<file path="config.mk">
export PLATFORM = sky130hd
export DESIGN_NAME = atp_front
export DESIGN_NICKNAME = d
export VERILOG_FILES = /design/src/rtl/core/atp_pkg.sv /design/src/rtl/core/atp_front.sv
export SDC_FILE = /design/constraint.sdc
export NUM_CORES = 1
export LEC_CHECK = 0
export BUFFER_PORTS_ARGS = -buffer_cell sky130_fd_sc_hd__buf_2
export CAP_MARGIN = 5
export CORE_MARGIN = 8
export CORE_UTILIZATION = 55
export DETAILED_ROUTE_END_ITERATION = 8
export PLACE_DENSITY = 0.91
export SETUP_SLACK_MARGIN = 0.4
export SYNTH_ARGS = -nofsm -noshare
export SYNTH_HDL_FRONTEND = slang
export SYNTH_SLANG_ARGS = --single-unit
</file>
<file path="constraint.sdc">
create_clock -name vclk -period 8.4
set_input_delay 0.42 -clock vclk [all_inputs]
set_output_delay 0.42 -clock vclk [all_outputs]
set_load 0.005 [all_outputs]
</file>
<file path="src/rtl/core/atp_pkg.sv">
// ----------------------------------------------------------------------------
// atp_pkg: shared types and constants for the arctangent block
// Holds the classification flags, the Q2.30 coefficient table and the angle
// constants used by the front end, the queue and the evaluation pipeline.
// ----------------------------------------------------------------------------
package atp_pkg;

  localparam int RATIO_W  = 32;
  localparam int VAL_W    = 36;
  localparam int COEF_W   = 32;
  localparam int DEGREE   = 6;
  localparam int SEGMENTS = 8;
  localparam int SEG_W    = $clog2(SEGMENTS);
  localparam int ANGLE_W  = 31;
  localparam int INT_FRAC = 30;

  localparam logic signed [VAL_W-1:0] Q30_PI_4 = 36'sd843314857;
  localparam logic signed [VAL_W-1:0] Q30_PI_2 = 36'sd1686629713;
  localparam logic signed [VAL_W-1:0] Q30_PI   = 36'sd3373259426;

  typedef struct packed {
    logic zero;
    logic eq;
    logic swap;
    logic neg_x;
    logic neg_y;
  } flags_t;

  localparam int FLAGS_W = $bits(flags_t);

  function automatic logic signed [COEF_W-1:0] coef(input logic [SEG_W-1:0] seg,
                                                    input logic [2:0] k);
    logic signed [COEF_W-1:0] c [0:DEGREE];
    unique case (seg)
      3'd0: c = '{0, 1073741826, -281, -357897744, -459607, 221580279, -51149363};
      3'd1: c = '{-118, 1073747823, -130406, -356339388, -11463126, 265547244,
                  -129390110};
      3'd2: c = '{-465, 1073761643, -347741, -354571685, -19401292, 284340708,
                  -147795649};
      3'd3: c = '{39893, 1073011554, 5486503, -378891465, 37925923, 211854692,
                  -109371513};
      3'd4: c = '{394273, 1068016510, 34946714, -471970575, 204107086, 52870331,
                  -45692560};
      3'd5: c = '{1651639, 1054067081, 99652562, -632612564, 429242040, -116009145,
                  7279372};
      3'd6: c = '{3545127, 1036945327, 164333678, -763273858, 578096349, -206681063,
                  30349077};
      default: c = '{2239932, 1045682080, 140095915, -727645053, 548873060,
                     -194026385, 28095309};
    endcase
    return (k > 3'(DEGREE)) ? c[DEGREE] : c[k];
  endfunction

endpackage

</file>
<file path="src/rtl/core/atp_front.sv">
// ----------------------------------------------------------------------------
// atp_front: coordinate classification
// Takes magnitudes of both coordinates, orders them and sets the octant flags.
// ----------------------------------------------------------------------------
module atp_front import atp_pkg::*; #(
  parameter int COORD_WIDTH = 32
) (
  input  logic [31:0]            coord_y,
  input  logic [31:0]            coord_x,
  output flags_t                 flags,
  output logic [COORD_WIDTH-1:0] mag_lo,
  output logic [COORD_WIDTH-1:0] mag_hi
);

  logic [COORD_WIDTH-1:0] ry, rx, ay, ax;

  always_comb begin
    ry = coord_y[COORD_WIDTH-1:0];
    rx = coord_x[COORD_WIDTH-1:0];
    // The most negative value negates to itself, which reads as the exact magnitude.
    ay = ry[COORD_WIDTH-1] ? (~ry + 1'b1) : ry;
    ax = rx[COORD_WIDTH-1] ? (~rx + 1'b1) : rx;
    flags.neg_y = ry[COORD_WIDTH-1];
    flags.neg_x = rx[COORD_WIDTH-1];
    flags.zero  = (ay == '0) && (ax == '0);
    flags.eq    = (ay == ax);
    flags.swap  = (ay > ax);
    mag_lo = flags.swap ? ax : ay;
    mag_hi = flags.swap ? ay : ax;
  end

endmodule

</file>
Word-level counts from Yosys, hierarchy flattened
Index checks and enable logic that the tools add are counted.
{"block": "classes", "add_sub_neg": 2, "n_mul": 0, "div": 0, "order_cmp": 1, "n_eq_ne": 1, "n_shift": 0, "mux": 4, "bitwise": 2, "reduce_logical": 3}
{"cell": "32-bit two-way mux", "n": 4}
{"cell": "32-bit by 1-bit adder with 32-bit output, second input constant", "n": 2}
{"cell": "32-bit logical NOT", "n": 2}
{"cell": "32-bit inverter", "n": 2}
{"cell": "32-bit == test", "n": 1}
{"cell": "32-bit greater-than comparator", "n": 1}
{"cell": "1-bit logical AND", "n": 1}
{"block": "word_totals", "reg_bits": 0, "latchBits": 0, "ramBits": 0, "romBits": 0, "input_bits": 64, "output_inout_bits": 69, "elab_cells": 13, "n_memories": 0}

Longest topological paths before layout
{"block": "depth", "depth_word": 5, "depth_mapped": 18}

Least setup slack after synthesis
No wires, ideal clock.
{"block": "synth_path", "kind": "input to output", "start": "input port coord_x[0]", "end": "output port mag_hi[0]", "t_arrival_ns": 4.372, "t_required_ns": 7.980, "slack_ns": 3.608, "stages": 15, "n_path_buf": 2, "cell_sequence": "inv_1 ha_1 or4b_4 or4_4 nand2b_4 o31ai_2 xor2_2 ha_1 nand4_1 nor4_1 o21ai_0 a21oi_1 buf_1 buf_1 mux2i_1"}
{"block": "synth_via", "elab_chain_len": 5}
{"element": "start, declared", "line": "atp_front.sv:9", "text": "input logic [31:0] coord_x,"}
{"element": "32-bit inverter", "line": "atp_front.sv:22", "text": "ax = rx[COORD_WIDTH-1] ? (~rx + 1'b1) : rx;"}
{"element": "32-bit by 1-bit adder with 32-bit output", "line": "atp_front.sv:22"}
{"element": "32-bit two-way mux *", "line": "atp_front.sv:22"}
{"element": "32-bit greater-than comparator", "line": "atp_front.sv:27", "text": "flags.swap = (ay > ax);"}
{"element": "32-bit two-way mux *", "line": "atp_front.sv:29", "text": "mag_hi = flags.swap ? ay : ax;"}
{"element": "end, declared", "line": "atp_front.sv:12", "text": "output logic [COORD_WIDTH-1:0] mag_hi"}
Mark *: on every way between the ends. The rest lies on a longest branch, timed or not.

Worst setup path in the final report
{"block": "layout_path", "start": "input port coord_y[0]", "end": "output port mag_lo[26]"}
{"block": "layout_via", "elab_chain_len": 5}
{"element": "start, declared", "line": "atp_front.sv:8", "text": "input logic [31:0] coord_y,"}
{"element": "32-bit inverter", "line": "atp_front.sv:21", "text": "ay = ry[COORD_WIDTH-1] ? (~ry + 1'b1) : ry;"}
{"element": "32-bit by 1-bit adder with 32-bit output", "line": "atp_front.sv:21"}
{"element": "32-bit two-way mux *", "line": "atp_front.sv:21"}
{"element": "32-bit greater-than comparator", "line": "atp_front.sv:27"}
{"element": "32-bit two-way mux *", "line": "atp_front.sv:28", "text": "mag_lo = flags.swap ? ax : ay;"}
{"element": "end, declared", "line": "atp_front.sv:11", "text": "output logic [COORD_WIDTH-1:0] mag_lo,"}
Marked as above.

==> summary.txt <==
Clock network
  • Hold-fix buffers, CTS: 0
  • Setup bufs post-CTS: 0
  • Post_cts resized: 0

STA
  • Fin crit share: 63.51%
  • RSZ-0062 raised after global routing: no
  • Final Critical Period: 5335 ps
  • Slew margin rel.: 62.61%
  • Fmax: 0.1875 GHz
  • Setup TNS: 0 ps
  • Setup violators final: 0
  • Worst-case hold slack: 1296 ps
  • Final hold violation count: 0
  • Fin. max-slew vios: 0
  • Worst slew pin tran: 560.8 ps

Setup path
  • CP Class: input port to output pin
  • Crit path DAT: 4910 ps
  • Worst setup EP type: output pin
  • Setup crit start kind: input port
  • Crit Path Max Fanout: 35
  • CP required: 7980 ps

Detailed routing
  • Via density: 6.005
  • Wire per inst: 17.42 um
  • First-pass DRT Iterations: 5
  • DRT antenna net count: 0
  • DRT iter0 DRCs: 163
  • Final WL: 10020 um
  • Via count: 3453
  • Post-route DRC: 0

Global routing
  • First-pass GRT wire length: 16190 um
  • Total global routing overflow: 0
  • Largest net degree at the start of global routing: 36
  • Total track usage: 22.57%
  • Antenna violations before repair: 0
  • Vias in the first global route: 3431

Power and ir drop
  • VDD IR max: 0.00007460 V
  • Switching Share: 55.11%
  • Leak: 1.940 nW
  • Reg power frac: 0%
  • Clock share of power: 0%
  • Pwr per Cell Area: 98.79 nW/um^2
  • Internal: 0.1655 mW
  • Net Sw Power: 0.2031 mW
  • Comb power frac: 100.0%

Floorplan
  • Core Area: 5405 um^2
  • Row Count: 27
  • Die W: 90.08 um
  • Initial Util: 55.83%
  • Top Ports: 133
  • Die height: 90.08 um
  • Die ar.: 8114 um^2

Place
  • Input/output buffers: 133
  • Half-perimeter wire length after placement: 8669 um
  • GPL Wtd Cong: 0.9178
  • Post-DP Area: 3731 um^2

Yosys
  • Syn Area/Cell: 7.859 um^2
  • Post-synthesis instance total: 384
  • Post-synthesis sequential area ratio: 0%
  • YS warnings: 0
  • Syn nets: 482
  • Cell Area, Synth: 3018 um^2
  • Distinct cells, synth: 45

Worst hold path
  • Hold depth: 4
  • Hold WC Path Type: input port to output pin

Run
  • Max_cap viols: 0

Layout
  • Clk_buf instances: 0
  • Ant. Diodes: 0
  • Fin util: 69.03%
  • Sequential cell count: 0
  • Final instance area: 3731 um^2
  • Share of cells above drive strength 1: 31.21%
  • # nets final: 603
  • Area Overhead vs Synth: 23.63%
  • FF+latch area: 0 um^2

Status
  • Run status: finished, final reports clean
-- critical path, stage by stage --
cell and delay, ps:
buf_2 130, inv_1 140, ha_1 190, or3b_2 530
nor4_4 290, nand3_1 220, o41ai_1 350, xor2_1 400
inv_1 90, ha_1 290, nand4_1 130, nor4_1 370
o21ai_0 230, a21oi_4 190, buf_4 480, mux2i_1 300
buf_2 150
-- per-stage QoR --
stage	instances	power (mW)	worst slack [ps]
6_report	575	0.3686	3065
5_1_grt	575	0.4027	2696
4_1_cts	575	0.3682	3083
3_5_place_dp	575	0.3669	3098
3_3_place_gp	575	0.3580	3263
2_1_floorplan	384	0.2252	3608
-- worst paths after layout --
kind | start | to | slack, ps
hold / removal | coord_x[0] | mag_lo[0] | 1300
setup / recovery | coord_y[0] | mag_lo[26] | 3070
-- cells in the mapped netlist (5+ instances only) --
cell type  instances  share of area [%]
o21ai_0           16                2.7
o31ai_1           15                3.7
a21o_1            15                3.7
nor2_1             9                1.1
nand4_1           21                4.4
or4_1              7                1.7
nand2_1           15                1.9
nor3_1             5               0.83
ha_1              34                 14
or3_1              5                1.0
xor2_1            49                 14
o41ai_1           10                2.9
mux2i_1           66                 22
xnor2_1            5                1.5
inv_1             36                4.5
buf_1              8                1.0
clkbuf_1           5               0.62
a21oi_1           10                1.7
nor4_1             5                1.0
-- power groups by stage --
stage / Sequential, mW / Clock [mW] / Combinational, mW
global placement: 0 / 0 / 0.358
finish: 0 / 0 / 0.369
floorplan: 0 / 0 / 0.225
global route: 0 / 0 / 0.403
CTS: 0 / 0 / 0.368
detailed placement: 0 / 0 / 0.367
-- area by class of cell --
class	count	area (um^2)
fill	477	1674
inverter	37	138.9
multi-input combinational	331	2821
tap	72	90.09
timing repair buffer	135	680.7
-- kinds of logic (layout without fill, tap and decap cells) --
| kind of cell | Yosys count | in the layout | share of synthesized area, % |
|---|---|---|---|
| AND/OR/NAND/NOR | 94 | 94 | 19.73 |
| AO/OA/AOI/OAI | 79 | 79 | 19.57 |
| multiplexers | 66 | 66 | 21.89 |
| XOR/XNOR | 58 | 58 | 17.83 |
| buffers and inverters | 53 | 172 | 6.882 |
| adder cells (fa/ha/maj) | 34 | 34 | 14.10 |
-- per-layer routing --
metal	wire [um]	vias to the layer above	GRT usage, %	part of all wire, %
met1	4235	1599	27.55	42
met2	4922	162	41.04	49
li1	-	1680	-	-
met3	726	12	3.824	7.2
met4	131	0	2.635	1.3
met5	0	-	0	0
-- layout by cell type (no fill, tap or decap), drive strengths merged, types with 9 or more instances in the layout --
cell,instances
a21o,15
a21oi,10
buf,135
ha,34
inv,36
mux2i,66
nand2,15
nand4,21
nor2,9
nor4,9
o21ai,19
o31ai,19
o41ai,12
or4,9
xor2,53
(Power assumes the default switching activity.)
