$ cat config.mk
export PLATFORM = sky130hd
export DESIGN_NAME = atp_div
export DESIGN_NICKNAME = d
export VERILOG_FILES = /design/src/rtl/core/atp_pkg.sv /design/src/rtl/core/atp_div.sv
export SDC_FILE = /design/constraint.sdc
export NUM_CORES = 2
export LEC_CHECK = 0
export BUFFER_PORTS_ARGS = -buffer_cell sky130_fd_sc_hd__buf_4
export CAP_MARGIN = 20
export CORE_ASPECT_RATIO = 1.75
export CORE_UTILIZATION = 45
export CTS_CLUSTER_SIZE = 14
export DETAILED_ROUTE_END_ITERATION = 10
export GPL_TIMING_DRIVEN = 0
export PLACE_DENSITY_LB_ADDON = 0.12
export SLEW_MARGIN = 10
export SYNTH_ARGS = -nofsm -noshare
export SYNTH_HDL_FRONTEND = slang
export SYNTH_SLANG_ARGS = --single-unit
$ cat constraint.sdc
create_clock -name clk -period 5.1 [get_ports clk]
set_clock_uncertainty 0.05 [all_clocks]
set_input_delay 0.51 -clock clk [delete_from_list [all_inputs] [get_ports clk]]
set_output_delay 0.51 -clock clk [all_outputs]
set_load 0.01 [all_outputs]
$ cat src/rtl/core/atp_pkg.sv
// ----------------------------------------------------------------------------
// atp_pkg: shared types and constants for the arctangent block
// Holds the classification flags, the Q2.30 coefficient table and the angle
// constants used by the front end, the queue and the evaluation pipeline.
// ----------------------------------------------------------------------------
package atp_pkg;

  localparam int RATIO_W  = 32;
  localparam int VAL_W    = 36;
  localparam int COEF_W   = 32;
  localparam int DEGREE   = 6;
  localparam int SEGMENTS = 8;
  localparam int SEG_W    = $clog2(SEGMENTS);
  localparam int ANGLE_W  = 31;
  localparam int INT_FRAC = 30;

  localparam logic signed [VAL_W-1:0] Q30_PI_4 = 36'sd843314857;
  localparam logic signed [VAL_W-1:0] Q30_PI_2 = 36'sd1686629713;
  localparam logic signed [VAL_W-1:0] Q30_PI   = 36'sd3373259426;

  typedef struct packed {
    logic zero;
    logic eq;
    logic swap;
    logic neg_x;
    logic neg_y;
  } flags_t;

  localparam int FLAGS_W = $bits(flags_t);

  function automatic logic signed [COEF_W-1:0] coef(input logic [SEG_W-1:0] seg,
                                                    input logic [2:0] k);
    logic signed [COEF_W-1:0] c [0:DEGREE];
    unique case (seg)
      3'd0: c = '{0, 1073741826, -281, -357897744, -459607, 221580279, -51149363};
      3'd1: c = '{-118, 1073747823, -130406, -356339388, -11463126, 265547244,
                  -129390110};
      3'd2: c = '{-465, 1073761643, -347741, -354571685, -19401292, 284340708,
                  -147795649};
      3'd3: c = '{39893, 1073011554, 5486503, -378891465, 37925923, 211854692,
                  -109371513};
      3'd4: c = '{394273, 1068016510, 34946714, -471970575, 204107086, 52870331,
                  -45692560};
      3'd5: c = '{1651639, 1054067081, 99652562, -632612564, 429242040, -116009145,
                  7279372};
      3'd6: c = '{3545127, 1036945327, 164333678, -763273858, 578096349, -206681063,
                  30349077};
      default: c = '{2239932, 1045682080, 140095915, -727645053, 548873060,
                     -194026385, 28095309};
    endcase
    return (k > 3'(DEGREE)) ? c[DEGREE] : c[k];
  endfunction

endpackage

$ cat src/rtl/core/atp_div.sv
// ----------------------------------------------------------------------------
// atp_div: pipelined ratio divider
// Restoring division, one quotient bit per stage, giving small/large in Q0.32.
// ----------------------------------------------------------------------------
module atp_div import atp_pkg::*; #(
  parameter int COORD_WIDTH = 32
) (
  input  logic                   clk,
  input  logic                   rst,
  input  logic                   en,
  input  logic                   in_valid,
  input  flags_t                 in_flags,
  input  logic [COORD_WIDTH-1:0] in_small,
  input  logic [COORD_WIDTH-1:0] in_large,
  output logic                   out_valid,
  output flags_t                 out_flags,
  output logic [RATIO_W-1:0]     out_ratio
);

  logic                   sv  [0:RATIO_W];
  flags_t                 sf  [0:RATIO_W];
  logic [COORD_WIDTH-1:0] rem [0:RATIO_W];
  logic [COORD_WIDTH-1:0] den [0:RATIO_W];
  logic [RATIO_W-1:0]     quo [0:RATIO_W];

  always_ff @(posedge clk) begin
    if (rst) begin
      sv[0] <= 1'b0;
    end else if (en) begin
      sv[0] <= in_valid;
    end
  end

  always_ff @(posedge clk) begin
    if (en) begin
      sf[0]  <= in_flags;
      rem[0] <= in_small;
      den[0] <= in_large;
      quo[0] <= '0;
    end
  end

  for (genvar i = 0; i < RATIO_W; i++) begin : g_step
    logic [COORD_WIDTH:0] t;
    logic [COORD_WIDTH:0] d;
    logic                 ge;

    assign t  = {rem[i], 1'b0};
    assign d  = t - {1'b0, den[i]};
    assign ge = (t >= {1'b0, den[i]});

    always_ff @(posedge clk) begin
      if (rst) begin
        sv[i+1] <= 1'b0;
      end else if (en) begin
        sv[i+1] <= sv[i];
      end
    end

    always_ff @(posedge clk) begin
      if (en) begin
        sf[i+1]  <= sf[i];
        den[i+1] <= den[i];
        rem[i+1] <= ge ? d[COORD_WIDTH-1:0] : t[COORD_WIDTH-1:0];
        quo[i+1] <= {quo[i][RATIO_W-2:0], ge};
      end
    end
  end

  assign out_valid = sv[RATIO_W];
  assign out_flags = sf[RATIO_W];
  assign out_ratio = quo[RATIO_W];

endmodule

# ---- After elaboration in Yosys (flattened, before gate mapping)
# Memory sizes are Yosys's and may differ from the RTL's.
# Cells that the tools add are included.
dict set report classes {
  addsub 32
  order_cmp 32
  mux 71
  bitwise 33
}
# op count
set ops {}
lappend ops {{greater-or-equal comparator 33 x 32 -> 1 bit} 32}
lappend ops {{two-way mux 32 bit} 32}
lappend ops {{subtractor 32 bit} 32}
lappend ops {{two-way mux 1 bit} 39}
lappend ops {{OR 1 bit} 33}
dict set report totals {
  ff_bits 0
  ramBits 3366
  input_bits 73
  output_inout_bits 38
  word_cells 173
  mem_count 5
}
# memory words word_bits rd rd_clocked_by_memory_dff write_ports line
set memory_table {}
lappend memory_table {den 33 32 32 0 33 atp_div.sv:23} ;# logic [COORD_WIDTH-1:0] den [0:RATIO_W];
lappend memory_table {quo 33 32 33 0 33 atp_div.sv:24} ;# logic [RATIO_W-1:0] quo [0:RATIO_W];
lappend memory_table {rem 33 32 32 0 33 atp_div.sv:22} ;# logic [COORD_WIDTH-1:0] rem [0:RATIO_W];
lappend memory_table {sf 33 5 33 0 33 atp_div.sv:21} ;# flags_t sf [0:RATIO_W];
lappend memory_table {sv 33 1 33 0 33 atp_div.sv:20} ;# logic sv [0:RATIO_W];

# ---- Logic depth before layout (Yosys ltp)
dict set report logic_depth {
  depth_word 4
  mapped_depth 16
  depth_no_buf 13
}

# ---- Least setup slack after synthesis
# Ideal clock, no wire load.
dict set report synth_path {
  path_kind {register -> register}
  startpoint {mem rem[5][8], in the netlist rem[0][168]}
  endpoint {mem rem[6][25], in the netlist rem[0][217], data pin}
  setup_time_ps 260
  arrival_time_ps 3364
  t_required_ps 4790
  path_slack_ps 1426
  path_stages_with_launch 13
  path_buffers 1
  period_less_slack_ps 3674
  cell_sequence {edfxtp_1 -> ha_1 -> a211o_1 -> and2_1 -> or4_1 -> o21ba_2 -> o41ai_4 -> o211ai_1 -> o21ai_2 -> a31oi_1 -> o32ai_4 -> buf_6 -> mux2_2}
}
# item line
set synth_rtl {}
lappend synth_rtl {{start: declaration} atp_div.sv:22}

==> impl_results.md <==
- Setup crit start: rem[0][292]
- Core area: 0.330 mm2
- Unique masters post-synth: between 90 and 100
- Yosys Warn Count: 0
- CP Max Fanout: 10
- Nets: around 14000
- End point of the critical path: rem[0][338]
- I/O pins: 111
- CP Launch Type: flop
- Total Wirelength: between 400000 and 500000 um
- RR Endpoint: rem[0][338]
- Total grt overflow: 0
- Top FF cell, synth: edfxtp_1
- DRT Pass-1 Iters: 9
- H-tree depth: 5
- Largest net degree at the start of global routing: 178
- Total power: roughly 110000 uW
- Finish-stage setup viols: 8
- Crit path DAT: 5750 ps
- DIE AREA: 0.333 mm2
- Sequential area share after synthesis: 55.9%
- Slew headroom: 17.2%
- Pwr dens: 685 mW/mm2
- Initial antenna violation count: 22
- Final TNS setup: -261 ps
- Number of nets with antenna violations after routing: 0
- I/O Buffers: 110
- Failing checks: design-rule violations, negative setup slack
- Status: finished, violations left
- Cell Area, Synth: 0.149 mm2
- Area Overhead vs Synth: 11.8%
- Clk pin slew, worst setup/hold paths: 60 ps
- R2R Path Start: rem[0][292]
- Hold Path Class: input port to flop
- GRT Util Overall: 27.7%
- Syn avg cell area: 11.7 um2
- Share of layout cells above drive strength 1: a little under a tenth
- F_max: 193 MHz
- Post-Synthesis Cells: approximately 13000
- Die Y: 763 um
- DR iter-0 viols: 5370
- Vias in the first global route: 107000
- Final worst setup slack: -69.2 ps
- Net Count, Synth: 13800
- Drt via density: 5.68
- Initial core utilization: between 40% and 50%
- Pleak: approximately 0.067 uW
- EDFF count, synth: 2774
- Via count: 101000
- Global-route wire length before repair: 669000 um
- Worst vdd ir: 0.363 mV
- Hpwl dp: 378000 um
- Number of remaining DRC errors: 28
- Fin crit period: 5170 ps
- Max Cap Viol: 0
- Final hold violation count: 0
- GPL Wtd Cong: 1.00
- RSZ-0062 raised after global routing: true
- Asr flop ratio synth: 0%
- Critical path type: flop to flop
- Final Util: 50.6%
- Row cnt: 279
- Filler Cells Inserted: 28900
- Post-synthesis register bit count: 2774
- CTS tree: done
- Pre-CTS WS: -1760 ps
- Fin crit share: 101%
- CP Data Required Time: 5680 ps
- Final slew viol count: 0
- Reg2Reg Depth: 11
- Worst-Skew Late Latency: approximately 930 ps
- Drt wl/cell: 26.5 um
- CTS Root Cell: clkbuf_16
- Chip width: 437 um
- Worst-Margin Slew: 1230 ps
- Clk sink count: 2774
- Clock Path Buffers: 4
- Critical Path Sink Type: flop
- Total CTS buffers: 286
- Worst R2R Setup Slack: -70 ps
[worst min-delay path by stage]
stage	cells past startpoint	end	start	slack, ps
floorplan	0	quo[0][129]	quo[0][96]	350
global placement	0	sf[0][146]	sf[0][141]	350
detailed placement	0	quo[0][261]	quo[0][228]	350
CTS	3	sv[30]	rst	20
global route	3	sv[30]	rst	90
finish	3	sv[30]	rst	90
[Yosys cell counts, drive strengths merged, types with 39 or more instances]
master     n  share of area (%)
mux2     437                3.3
nand4    141               0.59
a211oi    88               0.46
nor2     728                1.8
buf       52               0.20
xor2     330                1.9
edfxtp  2774                 56
o21ai    758                2.6
nor3     146               0.49
and2      85               0.36
a21boi    52               0.26
a21oi    967                3.3
or2       39               0.16
and3      91               0.38
nand2    775                2.0
o31a      51               0.30
nor4      42               0.18
a21o     493                2.5
o21a     174               0.88
clkbuf   215               0.54
ha      1023                8.6
inv     1312                3.3
a31oi     96               0.40
xnor2    457                2.7
nand3    229               0.77
nand2b   150               0.63
o21bai   125               0.63
or3       49               0.21
o31ai     93               0.48
o211ai    55               0.28
nor2b    164               0.69
[layer usage]
metal  up-vias  track usage [%]  wire length, um
li1      47800                -                -
met1     49100             18.7           122000
met2      2499             57.6           275000
met3      1600             3.42            13500
met4        12             30.9            62000
met5         -                0               84
[registers in the layout (all words and copies together) (netlist names)]
register and flops:
den 1024, quo 528, rem 1024, sv 33
sf 165
[area by class of cell]
class	count	area [um2]	share of cell area, %
Antenna cell	14	35.0	0.0210
Buffer	261	1170	0.701
Clock buffer	336	7430	4.46
Clock inverter	147	1520	0.913
Inverter	1312	4930	2.96
Multi-Input combinational cell	8339	60000	36.0
Sequential cell	2774	83300	50.0
Tap cell	4355	5450	3.27
Timing Repair Buffer	266	2750	1.65
[metrics by stage]
step | area (um2) | instances | hold WS, ps
finish | 167000 | 17800 | 90.0
global route | 167000 | 17800 | 87.2
CTS | 166000 | 17800 | 24.3
detailed placement | 156000 | 17200 | 355
global placement | 155000 | 17200 | 350
floorplan | 149000 | 12700 | 350
[power breakdown]
| group | leakage, uW | total, uW | internal (uW) | switching, uW |
|---|---|---|---|---|
| clock network | 0.00433 | 20900 | 11700 | 9180 |
| registers | 0.0272 | 37200 | 33500 | 3750 |
| logic | 0.0354 | 56000 | 21600 | 34300 |
| total | 0.0669 | 114000 | 66800 | 47300 |
[worst max-delay path, stage by stage, from the launching register on]
cell	delay (ps)
edfxtp_1	400
ha_1	410
nand3_1	370
nor2_1	210
o31ai_1	150
a21oi_1	630
o21a_1	660
o2111a_1	280
nand3b_1	270
clkbuf_2	680
clkbuf_2	550
a21oi_1	180
[placed cells by master, fill, tap and decap left out, types with 125 or more instances in the layout]
master,count
edfxtp_1,2774
inv_1,1308
ha_1,1022
a21oi_1,955
nand2_1,775
o21ai_0,732
nor2_1,725
a21o_1,493
xnor2_1,457
mux2_2,418
xor2_1,330
clkbuf_16,290
nand3_1,228
clkbuf_1,224
o21a_1,173
nor2b_1,164
nand2b_1,150
buf_4,150
nand4_1,141
nor3_1,139
o21bai_1,125
[cell families (layout without fill, tap and decap cells)]
family	after synthesis	in the layout	synth area share (%)
xor+xnor	787	787	4.63
mux	463	463	3.49
flops	2774	2774	55.9
other cells	0	14	0
simple gates	2738	2738	8.79
compound gates	3297	3297	14.1
fa+ha+maj	1054	1054	9.01
buf+inv	1579	2322	4.05
[repair_timing]
action	CTS	global route
hold buffers	71	0
setup buffers	13	6
pin swaps	10	4
endpoints found under the hold margin	163	0
setup endpoints to repair	515	161
cloned	0	0
gates resized for setup	78	25
Note: power is estimated with default switching activity, not from simulation.
