File: src/rtl/core/atp_fifo.sv
// ----------------------------------------------------------------------------
// atp_fifo: short queue between front end and evaluation pipeline
// Register-based, first-word fall-through on the read side.
// ----------------------------------------------------------------------------
module atp_fifo #(
  parameter int DATA_W = 69,
  parameter int DEPTH  = 4
) (
  input  logic              clk,
  input  logic              rst,
  input  logic              we,
  input  logic [DATA_W-1:0] wdata,
  input  logic              re,
  output logic [DATA_W-1:0] rdata,
  output logic              full,
  output logic              empty
);

  localparam int PTR_W = $clog2(DEPTH);
  localparam int CNT_W = $clog2(DEPTH + 1);

  logic [DATA_W-1:0] mem [0:DEPTH-1];
  logic [PTR_W-1:0]  wptr, rptr;
  logic [CNT_W-1:0]  count;
  logic              do_w, do_r;

  assign full  = (count == CNT_W'(DEPTH));
  assign empty = (count == '0);
  assign do_w  = we && !full;
  assign do_r  = re && !empty;
  assign rdata = mem[rptr];

  always_ff @(posedge clk) begin
    if (do_w) begin
      mem[wptr] <= wdata;
    end
  end

  always_ff @(posedge clk) begin
    if (rst) begin
      wptr  <= '0;
      rptr  <= '0;
      count <= '0;
    end else begin
      if (do_w) begin
        wptr <= (wptr == PTR_W'(DEPTH - 1)) ? '0 : wptr + 1'b1;
      end
      if (do_r) begin
        rptr <= (rptr == PTR_W'(DEPTH - 1)) ? '0 : rptr + 1'b1;
      end
      count <= count + CNT_W'(do_w) - CNT_W'(do_r);
    end
  end

`ifndef NO_ASSERTIONS
  a_count_bound: assert property (@(posedge clk) disable iff (rst)
      count <= CNT_W'(DEPTH))
    else $error("queue count exceeds depth");
`endif

endmodule

File: config.mk
export PLATFORM = sky130hd
export DESIGN_NAME = atp_fifo
export DESIGN_NICKNAME = d
export VERILOG_FILES = /design/src/rtl/core/atp_fifo.sv
export SDC_FILE = /design/constraint.sdc
export NUM_CORES = 1
export LEC_CHECK = 0
export BUFFER_PORTS_ARGS = -buffer_cell sky130_fd_sc_hd__buf_4
export CAP_MARGIN = 20
export CORE_MARGIN = 2
export CORE_UTILIZATION = 61
export DETAILED_ROUTE_END_ITERATION = 12
export GPL_ROUTABILITY_DRIVEN = 0
export GPL_TIMING_DRIVEN = 0
export PLACE_DENSITY = 0.84
export SLEW_MARGIN = 40
export SYNTH_ARGS = -nofsm -noshare
export SYNTH_HDL_FRONTEND = slang
export SYNTH_SLANG_ARGS = --single-unit
File: constraint.sdc
create_clock -name clk -period 4.8 [get_ports clk]
set_input_delay 0.24 -clock clk [delete_from_list [all_inputs] [get_ports clk]]
set_output_delay 0.24 -clock clk [all_outputs]
set_load 0.02 [all_outputs]
* Word-level counts from Yosys, hierarchy flattened
Memories as Yosys holds them, arrays and structs flattened. A register that Yosys moved wholly into a read port is not among the register bits.
Index checks and enable logic that the tools add are counted.
** Word-level totals
- Flip-flop bits (word level) :: 7
- RAM bits :: 276
- Bits of input ports :: 73
- Output and inout port bits :: 71
- Logic and storage cells :: 22
- Memories kept :: 1
** Operators by class
- Add/subtract/negate cells :: 4
- Equality and inequality tests :: 3
- Multiplexer cells :: 6
- Reduce and logical (&&, ||, !) cells :: 5
** Memories
- mem :: depth 4, width 69, read ports 1, clocked after Yosys merged registers in 1, wr ports 1, line 22 : logic [DATA_W-1:0] mem [0:DEPTH-1];
** Operators by type and width (number)
- $mux W2 :: 4
- $add A2 B1 Y2 const B :: 2
- $eq A2 B2 Y1 const B :: 2
- $add A3 B1 Y3 :: 1
- $eq A3 B3 Y1 const B :: 1
- $logic_not A3 Y1 :: 1
- $sub A3 B1 Y3 :: 1
- $logic_and A1 B1 Y1 :: 2
- $logic_not A1 Y1 :: 2
- $mux W1 :: 2

* Depth between registers and ports, before layout
Gate-level depths: netlist of the first run.
- Depth after elaboration :: 5
- Mapped depth :: 10
- Mapped depth without buffers :: 9

* Worst setup path after synthesis of the first run
OpenSTA, ideal clock, no wires.
- Path kind :: reg-to-reg
- Start point :: reg count[2]
- End point :: reg count[1]
- Setup time :: 114 ps
- Data arrival time :: 1981 ps
- Data required time :: 4686 ps
- Slack :: 2706 ps
- Stages on the path, launching flop included :: 10
- Buffers on the path :: 1
- Period minus slack after synthesis :: 2094 ps
- Path through :: dfxtp_1 > or3b_1 > buf_6 > and2_4 > inv_1 > ha_1 > inv_1 > ha_1 > fa_1 > nor2b_1
** On the way
- Word-level cells in the longest chain between the ends :: 5
- Elaborated cells on any way between the ends :: 8
- Classes of those cells :: 2 x add/sub; 1 x eq/ne; 5 x reduce/logical
** Ends and longest elaborated chain
- start: declaration :: line 24 : logic [CNT_W-1:0] count;
- start signal: assignment :: line 51 : count <= count + CNT_W'(do_w) - CNT_W'(do_r);
- $eq A3 B3 Y1 :: line 27 : assign full = (count == CNT_W'(DEPTH));
- $logic_not A1 Y1 :: line 29 : assign do_w = we && !full;
- $logic_and A1 B1 Y1 :: line 29
- $add A3 B1 Y3 :: line 51
- $sub A3 B1 Y3 (*) :: line 51
Mark *: on every way between the ends. The rest lies on a longest branch, timed or not.
A chain may end at the register's enable or synchronous reset.

==> results of run 1 <==
==> metal layers <==
layer  part of all wire  vias to the layer above  wire (um)
met3              0.067                       36       1340
met2               0.53                      189      10600
met1               0.39                     2657       7800
li1                   -                     2242          -
met5                  0                        -          0
met4              0.019                        0        382
==> worst min-delay path, delay by kind of cell <==
family                 cells  cell delay [ps]
buffers and inverters      1              140
and+or+nand+nor            1               80
AOI/OAI and AO/OA          1               50
==> Yosys cell counts, types with 2 or more instances <==
cell                       count  share of area
sky130_fd_sc_hd__nor2b_1       2         0.0012
sky130_fd_sc_hd__clkbuf_1      5         0.0018
sky130_fd_sc_hd__nor2_1        2        0.00072
sky130_fd_sc_hd__and3_2        4         0.0029
sky130_fd_sc_hd__edfxtp_1    276           0.79
sky130_fd_sc_hd__a21oi_1       2        0.00096
sky130_fd_sc_hd__buf_6         4         0.0043
sky130_fd_sc_hd__nor3_1        2        0.00096
sky130_fd_sc_hd__nand3_1       2        0.00096
sky130_fd_sc_hd__xnor2_1       2         0.0017
sky130_fd_sc_hd__dfxtp_1       9          0.017
sky130_fd_sc_hd__buf_2         8         0.0038
sky130_fd_sc_hd__ha_1          7         0.0084
sky130_fd_sc_hd__inv_1         8         0.0029
sky130_fd_sc_hd__mux4_2       69           0.15
==> report_power, final <==
part	switching, mW	internal [mW]	total [mW]
Sequential	0.0687	3.00	3.07
Clock	0.860	1.32	2.18
Combinational	0.895	0.802	1.70
Total	1.82	5.13	6.95
==> worst max-delay path by stage <==
stage	from	to	slack, ps	depth (start not counted)
4_1_cts	register	rdata[10]	2310	4
5_1_grt	register	rdata[10]	2240	4
3_5_place_dp	count[1]	count[2]	2490	8
6_report	register	rdata[10]	2340	4
3_3_place_gp	count[1]	mem[1][47]	2200	3
2_1_floorplan	count[2]	count[1]	2710	9
==> cells by family after synthesis <==
group,after synthesis,synth area share
AO/OA/AOI/OAI,5,0.00360
XOR/XNOR,2,0.00168
buffers and inverters,25,0.0128
flip-flops,285,0.812
adder cells (fa/ha/maj),8,0.0103
multiplexers,70,0.150
AND/OR/NAND/NOR,16,0.00936
==> state kept, by name (all words and copies together) (netlist names), named ones only <==
name   count
mem      276
count      3
rptr       2
wptr       2
==> cell type report <==
class	instances	area (sq um)	area share
Sequential cell	285	8470	0.624
Timing Repair Buffer	220	1910	0.141
Multi-Input combinational cell	101	1840	0.136
Clock buffer	39	803	0.0592
Tap cell	220	275	0.0203
Clock inverter	10	129	0.00950
Buffer	17	104	0.00766
Inverter	8	30.0	0.00221
==> stage by stage <==
step                      setup slack (ps)  utilization  total power [mW]  instances
after detailed placement              2490        0.717              4.78        781
final                                 2340        0.815              6.95        900
after CTS                             2310        0.815              7.00        900
after global routing                  2240        0.815              7.19        900
after global placement                2200        0.708              4.69        774
after floorplan                       2710            -              4.10        411
==> impl_results.html, run 1 <==
<table>
<tr><th>Metric</th><th>Value</th></tr>
<tr><th colspan="2">Global route</th></tr>
<tr><td>Maximum number of pins on one net before global-route repair</td><td>36</td></tr>
<tr><td>Routing usage on met2</td><td>0.401</td></tr>
<tr><td>Number of antenna violations at the first check in global routing</td><td>0</td></tr>
<tr><td>Global-route layer with the greatest usage</td><td>met2</td></tr>
<tr><td>Global Route met3 Usage</td><td>0.0454</td></tr>
<tr><td>Overall track demand over capacity in global routing</td><td>0.228</td></tr>
<tr><td>GRT met1 Usage</td><td>0.302</td></tr>
<tr><td>Final global-route overflow total</td><td>0</td></tr>
<tr><td>Wire length of the first global-routing pass</td><td>31100 um</td></tr>
<tr><td>Number of global-route vias before repair</td><td>5598</td></tr>
<tr><th colspan="2">Route</th></tr>
<tr><td>Drt first-iter violations</td><td>379</td></tr>
<tr><td>Total detailed-routing wirelength</td><td>20100 um</td></tr>
<tr><td>Antenna-violating nets left</td><td>0</td></tr>
<tr><td>DR vias</td><td>5124</td></tr>
<tr><td>Number of remaining DRC errors</td><td>0</td></tr>
<tr><td>Number of iterations in the first detailed-routing pass</td><td>5</td></tr>
<tr><td>Average wire per standard cell</td><td>22.3 um</td></tr>
<tr><td>Average vias per placed instance</td><td>5.69</td></tr>
<tr><th colspan="2">Clock tree</th></tr>
<tr><td>TritonCTS clock tree</td><td>done</td></tr>
<tr><td>CTS H-Tree Depth</td><td>1</td></tr>
<tr><td>Clock latency at the later pin of the worst-skew pair</td><td>530 ps</td></tr>
<tr><td>Post-cts resize count</td><td>0</td></tr>
<tr><td>Clk slew on worst S/H paths</td><td>60 ps</td></tr>
<tr><td>Hold bufs inserted after CTS</td><td>70</td></tr>
<tr><td>Maximum number of buffers from clock root to sink</td><td>3</td></tr>
<tr><td>Setup bufs post-CTS</td><td>0</td></tr>
<tr><td>TritonCTS buffer count</td><td>28</td></tr>
<tr><td>Clk sinks</td><td>285</td></tr>
<tr><td>Clock root buffer master</td><td>sky130_fd_sc_hd__clkbuf_16</td></tr>
<tr><th colspan="2">Cells and area</th></tr>
<tr><td>Commonest non-fill, non-tap cells in the layout</td><td>sky130_fd_sc_hd__edfxtp_1, sky130_fd_sc_hd__buf_4, sky130_fd_sc_hd__dlygate4sd3_1, sky130_fd_sc_hd__mux4_2, sky130_fd_sc_hd__clkbuf_16</td></tr>
<tr><td>Layout overhead on the synthesized area</td><td>30.1%</td></tr>
<tr><td>Area of all placed cells without fillers</td><td>13600 sq um</td></tr>
<tr><td>Count of nets after finishing</td><td>742</td></tr>
<tr><td>Filler Cell Count</td><td>749</td></tr>
<tr><td>N_diodes</td><td>0</td></tr>
<tr><td>Most frequent standard cell in the layout excluding fill and tap cells</td><td>sky130_fd_sc_hd__edfxtp_1</td></tr>
<tr><td>Fraction of layout instances using a drive strength above 1</td><td>0.407</td></tr>
<tr><th colspan="2">Floorplanning</th></tr>
<tr><td>Std cell rows</td><td>47</td></tr>
<tr><td>Vertical extent of the die</td><td>135 um</td></tr>
<tr><td>Die outline area</td><td>18200 sq um</td></tr>
<tr><td>Initial core utilization</td><td>0.626</td></tr>
<tr><td>Boundary Pins</td><td>144</td></tr>
<tr><td>Floorplan die width</td><td>135 um</td></tr>
<tr><td>Core region area</td><td>16600 sq um</td></tr>
<tr><th colspan="2">Synthesis</th></tr>
<tr><td>Post-synth EDFFs</td><td>276</td></tr>
<tr><td>Sequential fraction of the synthesis area</td><td>0.812</td></tr>
<tr><td>Post-synthesis sequential element count</td><td>285</td></tr>
<tr><td>Synthesis warning total</td><td>0</td></tr>
<tr><td>Post-synth cell types</td><td>24</td></tr>
<tr><td>Fraction of registers with async set or reset after synthesis</td><td>0</td></tr>
<tr><td>Synthesized cell area</td><td>10400 sq um</td></tr>
<tr><td>Gate count after technology mapping</td><td>411</td></tr>
<tr><td>Number of nets produced by synthesis</td><td>492</td></tr>
<tr><td>Primary flip-flop cell chosen by synthesis mapping</td><td>sky130_fd_sc_hd__edfxtp_1</td></tr>
<tr><td>Mean Syn Cell Area</td><td>25.4 sq um</td></tr>
<tr><th colspan="2">Worst setup path</th></tr>
<tr><td>Endpoint of the worst-slack reg-to-reg timing path</td><td>count[2]</td></tr>
<tr><td>Sequence of cells on the critical path</td><td>buf_2, clkbuf_1, mux4_2, buf_4</td></tr>
<tr><td>Arrival time reported for the critical path endpoint</td><td>2220 ps</td></tr>
<tr><td>Max FO, Critical Path</td><td>10</td></tr>
<tr><td>Critical Path Source Type</td><td>register</td></tr>
<tr><td>Number of cell instances on the worst register-to-register path</td><td>8</td></tr>
<tr><td>Endpoint kind of the worst setup timing path</td><td>output pin</td></tr>
<tr><td>Required time of the critical path</td><td>4560 ps</td></tr>
<tr><td>Slowest cell on the critical path</td><td>sky130_fd_sc_hd__clkbuf_1</td></tr>
<tr><td>R2r startpoint</td><td>count[1]</td></tr>
<tr><td>Delay contributed by the slowest stage of the critical path</td><td>590 ps</td></tr>
<tr><td>Worst reg2reg setup slack</td><td>2480 ps</td></tr>
<tr><td>Total buffers and inverters traversed by the critical path</td><td>3</td></tr>
<tr><td>Worst Setup Path Type</td><td>reg -&gt; out</td></tr>
<tr><td>Largest delay share family, worst path</td><td>buffers and inverters</td></tr>
<tr><th colspan="2">Timing</th></tr>
<tr><td>Final hold violation count</td><td>0</td></tr>
<tr><td>Actual slew at the worst max-slew pin</td><td>736 ps</td></tr>
<tr><td>RSZ-0062 raised after global routing</td><td>false</td></tr>
<tr><td>Total count of max-transition violations in the final report</td><td>0</td></tr>
<tr><td>Final min period</td><td>2460 ps</td></tr>
<tr><td>Part of the cycle the worst path needs</td><td>0.512</td></tr>
<tr><td>Highest achievable clock rate</td><td>0.407 GHz</td></tr>
<tr><td>Worst slack on hold paths</td><td>36.1 ps</td></tr>
<tr><td>Total of endpoints with negative setup slack in the final report</td><td>0</td></tr>
<tr><td>Max Clock Skew</td><td>9.39 ps</td></tr>
<tr><td>Sum Neg Setup Slack</td><td>0 ps</td></tr>
<tr><td>Relative max-transition margin</td><td>0.510</td></tr>
<tr><th colspan="2">Worst hold path</th></tr>
<tr><td>Capture endpoint of the worst hold path</td><td>wptr[1]</td></tr>
<tr><td>Path type of the worst min-delay path</td><td>in -&gt; reg</td></tr>
<tr><td>Launch instance of the worst min-delay path</td><td>we</td></tr>
<tr><td>Number of cells on the worst hold path</td><td>3</td></tr>
<tr><th colspan="2">Outcome</th></tr>
<tr><td>Status</td><td>finished, final reports clean</td></tr>
<tr><th colspan="2">Placed design</th></tr>
<tr><td>Post-detail-place hpwl</td><td>11700 um</td></tr>
<tr><td>Area after DPL</td><td>11900 sq um</td></tr>
<tr><td># port buffers</td><td>143</td></tr>
<tr><th colspan="2">Flow run</th></tr>
<tr><td>Max-cap violation count</td><td>0</td></tr>
<tr><th colspan="2">Power and ir drop</th></tr>
<tr><td>PD cells</td><td>513 nW/um^2</td></tr>
<tr><td>Max rail drop VDD</td><td>0.407 mV</td></tr>
<tr><td>Total leakage power</td><td>4.69 nW</td></tr>
</table>
(Power assumes the default switching activity.)
==> run 2, diff against run 1 <==
- CORE_UTILIZATION: 61 -> 51
- PLACE_DENSITY: 0.84 -> 0.75
- clock period: 4.8 -> 2.2 ns (I/O delays scaled with it)
==> run 2 against run 1 <==
  * Cell area increased by 0.56%
  * Critical path depth increased by 1
  * Global-route usage decreased by 4.7 points
  * Clock-buffer cell count increased by 6
  * Clock power increased by 95%
  * Worst setup slack got worse by 2200 ps
  * Final cell count increased by 6.2%
  * Sequential power increased by 120%
  * Sequential share of layout area decreased by 0.29 points
  * Non-clock buffer count increased by 4
  * Critical path type unchanged
==> impl_results.html, run 2 (synthesis gave the netlist of run 1 again) <==
<table>
<tr><th>Metric</th><th>Value</th></tr>
<tr><th colspan="2">Outcome</th></tr>
<tr><td>Status</td><td>finished, final reports clean</td></tr>
<tr><th colspan="2">Timing</th></tr>
<tr><td>Sum Neg Setup Slack</td><td>0 ps</td></tr>
<tr><td>Actual slew at the worst max-slew pin</td><td>389 ps</td></tr>
<tr><td>RSZ-0062 raised after global routing</td><td>false</td></tr>
<tr><td>Max Clock Skew</td><td>9.68 ps</td></tr>
<tr><td>Final hold violation count</td><td>0</td></tr>
<tr><td>Total of endpoints with negative setup slack in the final report</td><td>0</td></tr>
<tr><td>Relative max-transition margin</td><td>0.741</td></tr>
<tr><td>Total count of max-transition violations in the final report</td><td>0</td></tr>
<tr><td>Part of the cycle the worst path needs</td><td>0.952</td></tr>
<tr><td>Final min period</td><td>2100 ps</td></tr>
<tr><td>Min setup slack post-route</td><td>105 ps</td></tr>
<tr><td>Highest achievable clock rate</td><td>0.477 GHz</td></tr>
<tr><th colspan="2">Power and ir drop</th></tr>
<tr><td>Overall power of the completed layout</td><td>14.7 mW</td></tr>
<tr><td>Total leakage power</td><td>4.69 nW</td></tr>
<tr><td>Max rail drop VDD</td><td>0.936 mV</td></tr>
<tr><td>PD cells</td><td>1080 nW/um^2</td></tr>
<tr><th colspan="2">Floorplanning</th></tr>
<tr><td>Initial core utilization</td><td>0.517</td></tr>
<tr><td>Die outline area</td><td>21600 sq um</td></tr>
<tr><td>Core region area</td><td>20200 sq um</td></tr>
<tr><td>Std cell rows</td><td>52</td></tr>
<tr><td>Boundary Pins</td><td>144</td></tr>
<tr><td>Floorplan die width</td><td>147 um</td></tr>
<tr><td>Vertical extent of the die</td><td>147 um</td></tr>
<tr><th colspan="2">Route</th></tr>
<tr><td>Drt first-iter violations</td><td>236</td></tr>
<tr><td>Number of iterations in the first detailed-routing pass</td><td>4</td></tr>
<tr><td>Total detailed-routing wirelength</td><td>19200 um</td></tr>
<tr><td>Antenna-violating nets left</td><td>0</td></tr>
<tr><td>Top layer used by detailed routing</td><td>met4</td></tr>
<tr><td>Met1 WL</td><td>8200 um</td></tr>
<tr><td>Average vias per placed instance</td><td>5.28</td></tr>
<tr><td>Total length of routed met2 wires</td><td>9560 um</td></tr>
<tr><td>Number of remaining DRC errors</td><td>0</td></tr>
<tr><td>Average wire per standard cell</td><td>20.1 um</td></tr>
<tr><td>DR vias</td><td>5052</td></tr>
<tr><td>Routed met3 length</td><td>1040 um</td></tr>
<tr><th colspan="2">Cells and area</th></tr>
<tr><td>Most frequent standard cell in the layout excluding fill and tap cells</td><td>sky130_fd_sc_hd__edfxtp_1</td></tr>
<tr><td>Fraction of layout instances using a drive strength above 1</td><td>0.417</td></tr>
<tr><td>Post-Route Utilization</td><td>0.676</td></tr>
<tr><td>Post-layout instance count excluding filler cells</td><td>956</td></tr>
<tr><td>Most flop-heavy register</td><td>mem</td></tr>
<tr><td>Filler Cell Count</td><td>1279</td></tr>
<tr><td>Layout overhead on the synthesized area</td><td>30.8%</td></tr>
<tr><td>N_diodes</td><td>0</td></tr>
<tr><td>Commonest non-fill, non-tap cells in the layout</td><td>sky130_fd_sc_hd__edfxtp_1, sky130_fd_sc_hd__buf_4, sky130_fd_sc_hd__dlygate4sd3_1, sky130_fd_sc_hd__mux4_2, sky130_fd_sc_hd__clkbuf_16</td></tr>
<tr><td>Max reg flops</td><td>276</td></tr>
<tr><td>Top Registers</td><td>mem (276), count (3)</td></tr>
<tr><td>Count of nets after finishing</td><td>747</td></tr>
<tr><th colspan="2">Placed design</th></tr>
<tr><td>Number of cells after detailed placement</td><td>832</td></tr>
<tr><td>Post-detail-place hpwl</td><td>11500 um</td></tr>
<tr><td>Worst slack at placement</td><td>-4.81 ps</td></tr>
<tr><td># port buffers</td><td>143</td></tr>
<tr><th colspan="2">Worst setup path</th></tr>
<tr><td>Required time of the critical path</td><td>2090 ps</td></tr>
<tr><td>Worst Setup Path Type</td><td>reg -&gt; out</td></tr>
<tr><td>Endpoint kind of the worst setup timing path</td><td>output pin</td></tr>
<tr><td>Arrival time reported for the critical path endpoint</td><td>1990 ps</td></tr>
<tr><td>R2r startpoint</td><td>count[0]</td></tr>
<tr><td>Critical Path Source Type</td><td>register</td></tr>
<tr><td>Max FO, Critical Path</td><td>10</td></tr>
<tr><th colspan="2">Clock tree</th></tr>
<tr><td>Clock latency at the later pin of the worst-skew pair</td><td>530 ps</td></tr>
<tr><td>Maximum number of buffers from clock root to sink</td><td>3</td></tr>
<tr><td>CTS H-Tree Depth</td><td>1</td></tr>
<tr><td>Clk sinks</td><td>285</td></tr>
<tr><td>TritonCTS buffer count</td><td>29</td></tr>
<tr><td>TritonCTS clock tree</td><td>done</td></tr>
<tr><td>Clk slew on worst S/H paths</td><td>60 ps</td></tr>
<tr><td>Clock root buffer master</td><td>sky130_fd_sc_hd__clkbuf_16</td></tr>
<tr><th colspan="2">Worst hold path</th></tr>
<tr><td>Launch instance of the worst min-delay path</td><td>wdata[23]</td></tr>
<tr><td>Path type of the worst min-delay path</td><td>in -&gt; reg</td></tr>
<tr><th colspan="2">Global route</th></tr>
<tr><td>Wire length of the first global-routing pass</td><td>30100 um</td></tr>
<tr><td>Number of antenna violations at the first check in global routing</td><td>0</td></tr>
<tr><td>Number of global-route vias before repair</td><td>5497</td></tr>
<tr><td>Final global-route overflow total</td><td>0</td></tr>
<tr><td>Overall track demand over capacity in global routing</td><td>0.181</td></tr>
<tr><td>Maximum number of pins on one net before global-route repair</td><td>31</td></tr>
<tr><th colspan="2">Flow run</th></tr>
<tr><td>Max-cap violation count</td><td>0</td></tr>
</table>
==> run 2: cell count changes in the layout (fill, tap and decap cells not counted), sizes merged <==
cell / change
buf: +2
clkbuf: +6
dlygate4sd3: +2
inv: -1
bufinv: -3
==> run 2: cell type report <==
class                   instances  area (sq um)  share of cell area
flip-flops and latches        285          8480               0.622
repair buffers                226          1990               0.146
multi-input cells             101          1870               0.137
clock buffers                  45           796              0.0583
well taps                     270           338              0.0248
plain buffers                  15           113             0.00826
inverters                       8          30.0             0.00220
clock inverters                 6          26.3             0.00193
==> run 2: where the power goes <==
group / total [mW] / switching [mW] / internal, mW
combinational: 3.75 / 1.93 / 1.82
sequential: 6.71 / 0.144 / 6.57
clock: 4.26 / 1.80 / 2.46
==> run 2: worst max-delay path, stage by stage, from the launching register on <==
cell	delay, ps
sky130_fd_sc_hd__dfxtp_1	310
sky130_fd_sc_hd__buf_2	220
sky130_fd_sc_hd__buf_6	190
sky130_fd_sc_hd__buf_4	210
sky130_fd_sc_hd__mux4_2	350
sky130_fd_sc_hd__buf_4	180
==> run 2: worst paths after layout <==
check | slack [ps] | depth (start not counted) | to
worst min-delay path | 330 | 2 | mem[0][23]
worst max register to register | 110 | 8 | count[1]
worst min register to register | 500 | 2 | rptr[0]
worst max-delay path | 100 | 5 | rdata[48]
==> run 2: metrics by stage <==
step	hold WS [ps]	area (sq um)
after floorplan	179	10400
after global placement	309	11800
after detailed placement	313	12000
after CTS	301	13600
after global routing	309	13600
final	329	13600
==> run 2: routing by layer <==
layer	GRT usage	vias up
met2	0.306	147
li1	-	2261
met3	0.0376	31
met5	0	-
met1	0.249	2613
met4	0.0442	0
==> run 2: repair_timing <==
item                       4_1_cts  5_1_grt
setup buffers                    1        2
gates resized for setup         17       10
hold buffers                    72        0
setup endpoints to repair       62       13
cloned                           0        0
pin swaps                        0        3
hold endpoints to repair       285        0
==> run 3, diff against run 2 <==
- CORE_UTILIZATION: 51 -> 57
- PLACE_DENSITY: 0.75 -> 0.79
- clock period: 2.2 -> 2.1 ns (I/O delays scaled with it)
==> run 3 against run 2 <==
  * Register-to-register slack got worse by 40 ps
  * Critical path type unchanged
  * Largest power group unchanged
  * Critical endpoint is now rdata[59]
  * Die area fell by 10%
  * Total power rose by 6.7%
  * Critical path depth did not move
  * Non-clock buffer count rose by 3
  * Clock skew fell by 2.1 ps
  * Final cell count fell by 4.3%
  * Largest cell class unchanged
==> impl_results.html, run 3 (synthesis gave the netlist of run 1 again) <==
<table>
<tr><th>Metric</th><th>Value</th></tr>
<tr><th colspan="2">Global route</th></tr>
<tr><td>Number of global-route vias before repair</td><td>5584</td></tr>
<tr><td>Wire length of the first global-routing pass</td><td>30500 um</td></tr>
<tr><td>Final global-route overflow total</td><td>0</td></tr>
<tr><td>Global-route layer with the greatest usage</td><td>met2</td></tr>
<tr><td>Global Route met3 Usage</td><td>0.0365</td></tr>
<tr><td>Routing usage on met2</td><td>0.354</td></tr>
<tr><td>GRT met1 Usage</td><td>0.272</td></tr>
<tr><td>Number of antenna violations at the first check in global routing</td><td>0</td></tr>
<tr><td>Overall track demand over capacity in global routing</td><td>0.204</td></tr>
<tr><td>Maximum number of pins on one net before global-route repair</td><td>37</td></tr>
<tr><th colspan="2">Worst setup path</th></tr>
<tr><td>Required time of the critical path</td><td>2000 ps</td></tr>
<tr><td>Critical Path Source Type</td><td>register</td></tr>
<tr><td>Endpoint of the worst-slack reg-to-reg timing path</td><td>count[1]</td></tr>
<tr><td>Number of cell instances on the worst register-to-register path</td><td>8</td></tr>
<tr><td>Arrival time reported for the critical path endpoint</td><td>1940 ps</td></tr>
<tr><td>R2r startpoint</td><td>count[1]</td></tr>
<tr><td>Max FO, Critical Path</td><td>7</td></tr>
<tr><td>Endpoint kind of the worst setup timing path</td><td>output pin</td></tr>
<tr><td>Worst Setup Path Type</td><td>reg -&gt; out</td></tr>
<tr><td>Worst reg2reg setup slack</td><td>70 ps</td></tr>
<tr><th colspan="2">Clock tree</th></tr>
<tr><td>TritonCTS buffer count</td><td>27</td></tr>
<tr><td>Clk slew on worst S/H paths</td><td>60 ps</td></tr>
<tr><td>CTS H-Tree Depth</td><td>1</td></tr>
<tr><td>Maximum number of buffers from clock root to sink</td><td>3</td></tr>
<tr><td>TritonCTS clock tree</td><td>done</td></tr>
<tr><td>Clock root buffer master</td><td>sky130_fd_sc_hd__clkbuf_16</td></tr>
<tr><td>Clk sinks</td><td>285</td></tr>
<tr><td>Clock latency at the later pin of the worst-skew pair</td><td>510 ps</td></tr>
<tr><th colspan="2">Placed design</th></tr>
<tr><td>Worst slack at placement</td><td>-228 ps</td></tr>
<tr><td>Number of cells after detailed placement</td><td>789</td></tr>
<tr><td>Area after DPL</td><td>11900 sq um</td></tr>
<tr><td>Post-detail-place hpwl</td><td>11600 um</td></tr>
<tr><td># port buffers</td><td>143</td></tr>
<tr><th colspan="2">Floorplanning</th></tr>
<tr><td>Floorplan die width</td><td>139 um</td></tr>
<tr><td>Core region area</td><td>18000 sq um</td></tr>
<tr><td>Std cell rows</td><td>49</td></tr>
<tr><td>Die outline area</td><td>19400 sq um</td></tr>
<tr><td>Vertical extent of the die</td><td>139 um</td></tr>
<tr><td>Initial core utilization</td><td>0.580</td></tr>
<tr><td>Boundary Pins</td><td>144</td></tr>
<tr><th colspan="2">Route</th></tr>
<tr><td>Number of remaining DRC errors</td><td>0</td></tr>
<tr><td>Average vias per placed instance</td><td>5.52</td></tr>
<tr><td>Total detailed-routing wirelength</td><td>19500 um</td></tr>
<tr><td>Antenna-violating nets left</td><td>0</td></tr>
<tr><td>DR vias</td><td>5048</td></tr>
<tr><td>Drt first-iter violations</td><td>326</td></tr>
<tr><td>Average wire per standard cell</td><td>21.3 um</td></tr>
<tr><td>Number of iterations in the first detailed-routing pass</td><td>5</td></tr>
<tr><th colspan="2">Cells and area</th></tr>
<tr><td>Layout overhead on the synthesized area</td><td>31.2%</td></tr>
<tr><td>Most flop-heavy register</td><td>mem</td></tr>
<tr><td>Commonest non-fill, non-tap cells in the layout</td><td>sky130_fd_sc_hd__edfxtp_1, sky130_fd_sc_hd__buf_4, sky130_fd_sc_hd__dlygate4sd3_1, sky130_fd_sc_hd__mux4_2, sky130_fd_sc_hd__clkbuf_16</td></tr>
<tr><td>N_diodes</td><td>0</td></tr>
<tr><td>Fraction of layout instances using a drive strength above 1</td><td>0.427</td></tr>
<tr><td>Area of all placed cells without fillers</td><td>13700 sq um</td></tr>
<tr><td>Count of nets after finishing</td><td>748</td></tr>
<tr><td>Post-layout instance count excluding filler cells</td><td>915</td></tr>
<tr><td>Top Registers</td><td>mem (276), count (3)</td></tr>
<tr><td>Most frequent standard cell in the layout excluding fill and tap cells</td><td>sky130_fd_sc_hd__edfxtp_1</td></tr>
<tr><td>Max reg flops</td><td>276</td></tr>
<tr><th colspan="2">Worst hold path</th></tr>
<tr><td>Launch instance of the worst min-delay path</td><td>wdata[59]</td></tr>
<tr><td>Path type of the worst min-delay path</td><td>in -&gt; reg</td></tr>
<tr><td>Number of cells on the worst hold path</td><td>2</td></tr>
<tr><td>Capture endpoint of the worst hold path</td><td>mem[3][59]</td></tr>
<tr><th colspan="2">Timing</th></tr>
<tr><td>RSZ-0062 raised after global routing</td><td>false</td></tr>
<tr><td>Final min period</td><td>2040 ps</td></tr>
<tr><td>Relative max-transition margin</td><td>0.629</td></tr>
<tr><td>Min setup slack post-route</td><td>57.1 ps</td></tr>
<tr><td>Sum Neg Setup Slack</td><td>0 ps</td></tr>
<tr><td>Final hold violation count</td><td>0</td></tr>
<tr><td>Part of the cycle the worst path needs</td><td>0.973</td></tr>
<tr><td>Highest achievable clock rate</td><td>0.490 GHz</td></tr>
<tr><td>Total count of max-transition violations in the final report</td><td>0</td></tr>
<tr><td>Actual slew at the worst max-slew pin</td><td>557 ps</td></tr>
<tr><td>Max Clock Skew</td><td>7.62 ps</td></tr>
<tr><td>Total of endpoints with negative setup slack in the final report</td><td>0</td></tr>
<tr><th colspan="2">Power and ir drop</th></tr>
<tr><td>Total leakage power</td><td>4.72 nW</td></tr>
<tr><td>Max rail drop VDD</td><td>0.957 mV</td></tr>
<tr><td>PD cells</td><td>1150 nW/um^2</td></tr>
<tr><td>Overall power of the completed layout</td><td>15.7 mW</td></tr>
<tr><th colspan="2">Outcome</th></tr>
<tr><td>Status</td><td>finished, final reports clean</td></tr>
<tr><th colspan="2">Flow run</th></tr>
<tr><td>Max-cap violation count</td><td>0</td></tr>
</table>
run 3: cell types whose count changed in the layout (fill, tap and decap cells not counted), moves of 2 or more:
cell                        delta
sky130_fd_sc_hd__clkbuf_1     -12
sky130_fd_sc_hd__buf_6        +11
sky130_fd_sc_hd__buf_4         -8
sky130_fd_sc_hd__clkinv_1      +6
sky130_fd_sc_hd__buf_12        +3
sky130_fd_sc_hd__bufinv_16     +3
sky130_fd_sc_hd__clkinv_2      +3
sky130_fd_sc_hd__buf_16        -2
sky130_fd_sc_hd__clkbuf_16     -2
sky130_fd_sc_hd__ha_4          +2
sky130_fd_sc_hd__inv_4         +2
run 3: power breakdown:
part	switching, mW	internal (mW)
registers	0.162	6.88
logic	2.06	2.01
clock network	1.89	2.70
run 3: area by class of cell:
| cell class | count | area, sq um |
|---|---|---|
| clock buffers | 30 | 687 |
| fillers | 912 | 4280 |
| plain buffers | 16 | 160 |
| repair buffers | 228 | 2000 |
| inverters | 8 | 35.0 |
| multi-input cells | 101 | 1880 |
| well taps | 229 | 287 |
| flip-flops and latches | 285 | 8480 |
| clock inverters | 18 | 154 |
run 3: repair_timing:
item,in CTS,in global routing
setup endpoints to repair,62,33
hold buffers,72,0
pin swaps,3,3
hold endpoints to repair,285,0
buffers inserted,4,3
resized for setup,33,13
run 3: how the worst max path moves through the flow:
stage / to / startpoint / cells after the start / slack [ps]
detailed placement: count[2] / count[1] / 8 / -230
global route: rdata[53] / register / 5 / 5
floorplan: count[1] / count[2] / 9 / 6
CTS: count[2] / count[2] / 10 / -10
global placement: mem[3][47] / count[1] / 3 / -490
finish: rdata[59] / register / 5 / 60
run 3: worst max-delay path: stages (launching register included):
cell and delay, ps:
sky130_fd_sc_hd__dfxtp_2 320, sky130_fd_sc_hd__buf_6 140, sky130_fd_sc_hd__buf_12 130, sky130_fd_sc_hd__buf_12 130, sky130_fd_sc_hd__mux4_2 520, sky130_fd_sc_hd__buf_4 180
run 3: routing by layer:
metal | vias to the layer above | share of wire
met5 | - | 0
met4 | 0 | 0.021
met3 | 35 | 0.060
met2 | 180 | 0.52
met1 | 2569 | 0.40
li1 | 2264 | -
run 3: metrics by stage:
step | hold slack (ps) | util
CTS | 314 | 0.758
global placement | 303 | 0.656
global route | 322 | 0.762
floorplan | 174 | -
finish | 339 | 0.762
detailed placement | 308 | 0.664
